===== src/rtl/cau_pkg.sv =====
// shared types and codes for the complex arithmetic unit
package cau_pkg;

    // operation selector carried in tuser
    typedef enum logic [1:0] {
        OP_ADD = 2'd0,
        OP_SUB = 2'd1,
        OP_MUL = 2'd2,
        OP_DIV = 2'd3
    } op_t;

    // result status codes
    typedef enum logic [1:0] {
        ST_OK   = 2'd0,
        ST_SAT  = 2'd1,
        ST_DZ   = 2'd2,
        ST_RSVD = 2'd3
    } status_t;

    // control flags that follow a request down the divider chain
    typedef struct packed {
        op_t  op;
        logic zero;
        logic neg_re;
        logic neg_im;
        logic ovf_re;
        logic ovf_im;
        logic sat;
    } ctrl_t;

endpackage


===== src/rtl/cau_div_cell.sv =====
// one restoring division cell: produces one quotient bit per lane
module cau_div_cell #(
    parameter int DATA_WIDTH = 16
) (
    input  logic                      aclk,
    input  logic                      aresetn,
    input  logic                      load_en,
    input  logic                      in_valid,
    input  cau_pkg::ctrl_t            in_ctrl,
    input  logic [2*DATA_WIDTH-1:0]   in_den,
    input  logic [2*DATA_WIDTH-1:0]   in_rem_re,
    input  logic [2*DATA_WIDTH-1:0]   in_rem_im,
    input  logic [DATA_WIDTH-1:0]     in_nb_re,
    input  logic [DATA_WIDTH-1:0]     in_nb_im,
    input  logic [DATA_WIDTH-1:0]     in_q_re,
    input  logic [DATA_WIDTH-1:0]     in_q_im,
    output logic                      out_valid,
    output cau_pkg::ctrl_t            out_ctrl,
    output logic [2*DATA_WIDTH-1:0]   out_den,
    output logic [2*DATA_WIDTH-1:0]   out_rem_re,
    output logic [2*DATA_WIDTH-1:0]   out_rem_im,
    output logic [DATA_WIDTH-1:0]     out_nb_re,
    output logic [DATA_WIDTH-1:0]     out_nb_im,
    output logic [DATA_WIDTH-1:0]     out_q_re,
    output logic [DATA_WIDTH-1:0]     out_q_im
);

    localparam int PW = 2 * DATA_WIDTH;

    logic                  valid_reg;
    cau_pkg::ctrl_t        ctrl_reg;
    logic [PW-1:0]         den_reg;
    logic [PW-1:0]         rem_re_reg, rem_re_next;
    logic [PW-1:0]         rem_im_reg, rem_im_next;
    logic [DATA_WIDTH-1:0] nb_re_reg, nb_im_reg;
    logic [DATA_WIDTH-1:0] q_re_reg, q_re_next;
    logic [DATA_WIDTH-1:0] q_im_reg, q_im_next;
    logic [PW:0]           sh_re, sh_im;
    logic                  ge_re, ge_im;
    logic                  is_div;

    // shift in the next dividend bit, compare and subtract
    always_comb begin
        is_div = (in_ctrl.op == cau_pkg::OP_DIV);
        sh_re  = {in_rem_re, in_nb_re[DATA_WIDTH-1]};
        sh_im  = {in_rem_im, in_nb_im[DATA_WIDTH-1]};
        ge_re  = (sh_re >= {1'b0, in_den});
        ge_im  = (sh_im >= {1'b0, in_den});
        rem_re_next = ge_re ? PW'(sh_re - {1'b0, in_den}) : sh_re[PW-1:0];
        rem_im_next = ge_im ? PW'(sh_im - {1'b0, in_den}) : sh_im[PW-1:0];
        q_re_next = is_div ? {in_q_re[DATA_WIDTH-2:0], ge_re} : in_q_re;
        q_im_next = is_div ? {in_q_im[DATA_WIDTH-2:0], ge_im} : in_q_im;
    end

    // stage valid
    always_ff @(posedge aclk) begin
        if (!aresetn) begin
            valid_reg <= 1'b0;
        end else if (load_en) begin
            valid_reg <= in_valid;
        end
    end

    // stage payload
    always_ff @(posedge aclk) begin
        if (load_en) begin
            ctrl_reg   <= in_ctrl;
            den_reg    <= in_den;
            rem_re_reg <= rem_re_next;
            rem_im_reg <= rem_im_next;
            nb_re_reg  <= {in_nb_re[DATA_WIDTH-2:0], 1'b0};
            nb_im_reg  <= {in_nb_im[DATA_WIDTH-2:0], 1'b0};
            q_re_reg   <= q_re_next;
            q_im_reg   <= q_im_next;
        end
    end

    assign out_valid  = valid_reg;
    assign out_ctrl   = ctrl_reg;
    assign out_den    = den_reg;
    assign out_rem_re = rem_re_reg;
    assign out_rem_im = rem_im_reg;
    assign out_nb_re  = nb_re_reg;
    assign out_nb_im  = nb_im_reg;
    assign out_q_re   = q_re_reg;
    assign out_q_im   = q_im_reg;

endmodule


===== config.mk =====
export PLATFORM = sky130hd
export DESIGN_NAME = cau_div_cell
export DESIGN_NICKNAME = d
export VERILOG_FILES = /design/src/rtl/cau_pkg.sv /design/src/rtl/cau_div_cell.sv
export SDC_FILE = /design/constraint.sdc
export NUM_CORES = 1
export LEC_CHECK = 0
export BUFFER_PORTS_ARGS = -buffer_cell sky130_fd_sc_hd__buf_2
export CAP_MARGIN = 20
export CORE_MARGIN = 1
export CORE_UTILIZATION = 45
export DETAILED_ROUTE_END_ITERATION = 8
export PLACE_DENSITY = 0.86
export SLEW_MARGIN = 20
export SYNTH_ARGS = -nofsm -noshare
export SYNTH_HDL_FRONTEND = slang
export SYNTH_SLANG_ARGS = --single-unit

===== constraint.sdc =====
create_clock -name aclk -period 3.05 [get_ports aclk]
set_input_delay 0.4575 -clock aclk [delete_from_list [all_inputs] [get_ports aclk]]
set_output_delay 0.4575 -clock aclk [all_outputs]
set_load 0.1 [all_outputs]

Word level (Yosys, flattened, before mapping)
Index checks and enable logic that the tools add are counted.
- muxes and demuxes: 4
- add/sub/neg operators: 2
- order comparisons: 2
- eq/ne operators: 1
- operators with widths (operator ; count):
    >= comparator 33 x 32 -> 1 bit ; 2
    2-to-1 mux 32 bit ; 2
    subtractor 32 bit ; 2
    2-to-1 mux 16 bit ; 2
    == test 2 bit, second input constant ; 1
- word-level logic and storage cells: 24
- output and inout port bits: 169
- input port bits: 172
- register bits after elaboration: 167

Logic depth before layout (Yosys ltp)
- word-level depth: 2
- depth in mapped cells: 13
- gate-level depth less buffers: 11

Worst setup path after synthesis
Ideal clock, no wire load.
- path kind: input -> register
- start point: input port in_den[17]
- end point: register rem_re_reg[10] (netlist: out_rem_re[10]) (data pin)
- path buffers: 3
- data arrival time: 2.761 ns
- setup slack: 0.027 ns
- data required time: 2.788 ns
- library setup time: 0.262 ns
- cell stages on the path: 13
- cell sequence: inv_1 ha_1 and2_4 and3_1 buf_2 nor3b_2 nand4_1 a21oi_1 a2111oi_2 o21a_1 buf_4 buf_6 mux2_1
- longest elaborated chain between the ends: 2
- ends and longest elaborated chain (element ; RTL line ; source):
    start: declaration ; cau_div_cell.sv:10 ; input logic [2*DATA_WIDTH-1:0] in_den,
    >= comparator 33 x 32 -> 1 bit ; cau_div_cell.sv:47 ; ge_re = (sh_re >= {1'b0, in_den});
    2-to-1 mux 32 bit ; cau_div_cell.sv:49 ; rem_re_next = ge_re ? PW'(sh_re - {1'b0, in_den}) : sh_re[PW-1:0];
    named net rem_re_next[10] ; cau_div_cell.sv:33 ; logic [PW-1:0] rem_re_reg, rem_re_next;
    end signal: assignment ; cau_div_cell.sv:69 ; rem_re_reg <= rem_re_next;
    end: declaration ; cau_div_cell.sv:33 ;
The timed path passes the listed nets, and every way through them passes these cells.
A chain may end at the register's enable or synchronous reset.

Worst setup path in the final report
- start point: input port in_den[3]
- end point: register rem_re_reg[6] (netlist: out_rem_re[6]) (data pin)
- longest elaborated chain between the ends: 2
- elaborated cells between the ends (all ways): 3
- classes of those cells: add/sub (1); order compare (1); mux (1)
- ends and longest elaborated chain (element ; RTL line):
    subtractor 32 bit / >= comparator 33 x 32 -> 1 bit (equally long branches) ; cau_div_cell.sv:49, cau_div_cell.sv:47
    2-to-1 mux 32 bit (*) ; cau_div_cell.sv:49
    named net rem_re_next[6] ; cau_div_cell.sv:33
The timed path passes the listed nets; every way through them passes the cells marked *.

==> results_dict.tcl <==
set metrics [dict create \
    crit_path_end_kind "flip-flop" \
    syn_inst 876 \
    grt_pass1_vias 8897 \
    post-route-util_pct 62.7 \
    cts_root_buf "clkbuf_16" \
    cts_made_buffers 17 \
    finalMaxSlewViolations 0 \
    ir_drop_uv 443 \
    yosys.area.top_type "edfxtp_1" \
    syn_area_mm2 0.0100 \
    syn_area_per_cell_um2 11.4 \
    worstSetupPathType "input pin to flip-flop" \
    insertion_delay_ns 0.43 \
    worstHoldPathType "input pin to flip-flop" \
    core_area_mm2 0.0218 \
    hold_ws_ns 0.193 \
    cts_buffer_depth 2 \
    die_h_um 151 \
    grt_usage_pct 27.3 \
    synth-seq-area-share_pct 50.0 \
    final.setup_skew_ns 0 \
    dieArea_mm2 0.0229 \
    cellLeakagePower_nw 6.28 \
    min-delay-start "in_nb_re[6]" \
    path_common_cell "a21oi_1" \
    grt_pass1_wl_um 46600 \
    antenna_left 0 \
    fmax_ghz 0.352 \
    rows 54 \
    worst_pin_slew_ns 0.699 \
    synth_warnings 0 \
    cts_tree "yes" \
    period_minus_slack_ns 2.84 \
    synth_seq_cells 167 \
    slew_headroom_pct 53.4 \
    grt_setup_unrepaired "false" \
    finalHoldViolCount 0 \
    yosys-top-cells-area "edfxtp_1 (50%), ha_1 (8.0%), mux2_2 (3.7%)" \
    setup_tns_ns 0 \
    cts_resized 0 \
    post-route-period-util_pct 93.1 \
    critPathLaunch "in_den[3]" \
    synth_ff_type "edfxtp_1" \
    cp.arrival_ns 3.01 \
    vias 8994 \
    portBuffers 338 \
    worstPathCellList "buf_2, inv_1, ha_1, a21o_1, a21oi_1, nand4_1, a21oi_1, o211ai_2, a21oi_2, o21a_1, buf_12, mux2_1" \
    drt_iter0_drc 480 \
    outcome "completed" \
    clock_sinks 167 \
    synth_edf_count 166 \
    ctsHoldBuffers 0 \
    die_x_um 151 \
    wire_per_inst_um 19.1 \
    power_density_mw_per_mm2 643 \
    num_io_pins 341 \
    gr-total-overflow 0 \
    grt_max_degree 67 \
    place_area_mm2 0.0131 \
    place_congestion 0.926 \
    dp_hpwl_um 25200 \
    antenna_found_initial 4 \
    cap_violations 0 \
    cpMaxStageDelayCell "mux2_1" \
    start_util_pct 45.9 \
    nets 1593 \
    clk_pin_slew_ns 0.08 \
    fin_area_mm2 0.0137 \
    area_delta_synth_final_pct 36.5 \
    synth_top_area_share_pct 49.8 \
    setup_viol 0 \
    crit_fanout 25 \
    synth_cell_types 72 \
    drive_above_1_share_pct 41.8 \
    async_reset_ff_share_pct 0 \
    firstDrtPassIters 5 \
    via_per_inst 5.45 \
    cp.required_ns 3.22 \
    cts_max_level 4 \
    drc 0 \
    critPathMaxStageDelay_ns 0.36 \
    start_kind "input pin" \
    drt-total-wl_um 31600 \
    post-cts-setup-buffers 0 \
    r2r_start "out_valid$_SDFFE_PN0P_" \
]
-- worst max-delay path: cells and delay by family --
| kind | cells | cell delay, ns |
|---|---|---|
| fa+ha+maj | 1 | 0.34 |
| buf+inv | 3 | 0.35 |
| compound gates | 6 | 1.30 |
| mux | 1 | 0.36 |
| simple gates | 1 | 0.19 |
-- per-layer routing --
| metal | vias to the layer above | wire (um) | share of wire [%] | track usage [%] |
|---|---|---|---|---|
| li1 | 4277 | - | - | - |
| met1 | 4290 | 12300 | 39 | 31.1 |
| met2 | 369 | 16500 | 52 | 50.9 |
| met5 | - | 21 | 0.066 | 0 |
| met4 | 4 | 781 | 2.5 | 8.50 |
| met3 | 54 | 1950 | 6.2 | 4.94 |
-- final cells by class --
class	instances	area [um2]
well taps	280	350
inverters	54	203
fillers	1772	8150
clock inverters	14	154
multi-input cells	624	4630
flip-flops and latches	167	5000
diodes	2	5.00
repair buffers	491	2900
clock buffers	18	429
-- state kept, by name, indices dropped and copies added, names as in the netlist --
register / cells
out_nb_im: 15
out_rem_re: 32
out_q_im: 16
out_ctrl: 8
out_nb_re: 15
out_rem_im: 32
out_den: 32
out_q_re: 16
out_valid: 1
-- synth_stat cells, types with 20 or more instances --
library cell and n:
edfxtp_1 166, nand2_1 75, ha_1 64, a21oi_1 62, inv_1 54, a21o_1 36, mux2_2 33, o21ai_0 33
nor2_1 29, mux2_1 28, xnor2_1 28, o21ai_1 20, xor2_1 20
-- final timing paths --
kind	cells past startpoint	slack (ns)	endpoint
min reg2reg	2	0.54	out_valid$_SDFFE_PN0P_
max	12	0.21	out_rem_re[6]$_DFFE_PP_
max reg2reg	2	2.44	out_valid$_SDFFE_PN0P_
min	1	0.19	out_nb_re[7]$_DFFE_PP_
-- cells in the final DEF, fill, tap and decap left out, types with 9 or more instances in the layout --
master     netlist  layout
a211oi_1        12      12
a21o_1          36      36
a21oi_1         62      62
and3_1          10      10
buf_2           10     337
buf_4            3     149
clkbuf_16        0      17
edfxtp_1       166     166
ha_1            64      64
inv_1           54      54
mux2_1          28      28
mux2_2          33      33
nand2_1         75      75
nand2b_1        11      11
nand3_1         14      14
nand4_1         14      14
nor2_1          29      29
nor2b_1         10      10
nor3_1          11      11
o211ai_1         9       9
o21ai_0         33      33
o21ai_1         20      20
xnor2_1         28      28
xor2_1          20      20
-- kinds of logic (layout without fill, tap and decap cells) --
| group | after synthesis | after routing | share of synthesized area [%] |
|---|---|---|---|
| AOI/OAI and AO/OA | 241 | 241 | 16.2 |
| and+or+nand+nor | 200 | 200 | 9.81 |
| DFF | 167 | 167 | 50.0 |
| buffers and inverters | 86 | 577 | 3.92 |
| muxes | 67 | 67 | 7.46 |
| adders and majority gates | 66 | 66 | 8.40 |
| xor gates and xnor gates | 48 | 48 | 4.20 |
| other | 1 | 4 | 0.0374 |
-- stage by stage --
| stage | worst slack [ns] | power (mW) | cells |
|---|---|---|---|
| floorplan | 0.0271 | 5.73 | 877 |
| CTS | 0.260 | 8.81 | 1648 |
| global placement | -0.0710 | 6.61 | 1616 |
| finish | 0.209 | 8.79 | 1650 |
| global route | 0.104 | 9.10 | 1649 |
| detailed placement | -0.138 | 6.66 | 1616 |
-- report_power, final --
part | internal, mW | switching, mW | leakage, nW | total, mW
clock network | 1.10 | 1.06 | 0.282 | 2.16
logic | 0.921 | 2.79 | 4.37 | 3.72
registers | 2.85 | 0.0672 | 1.63 | 2.91
Note: power is estimated with default switching activity, not from simulation.
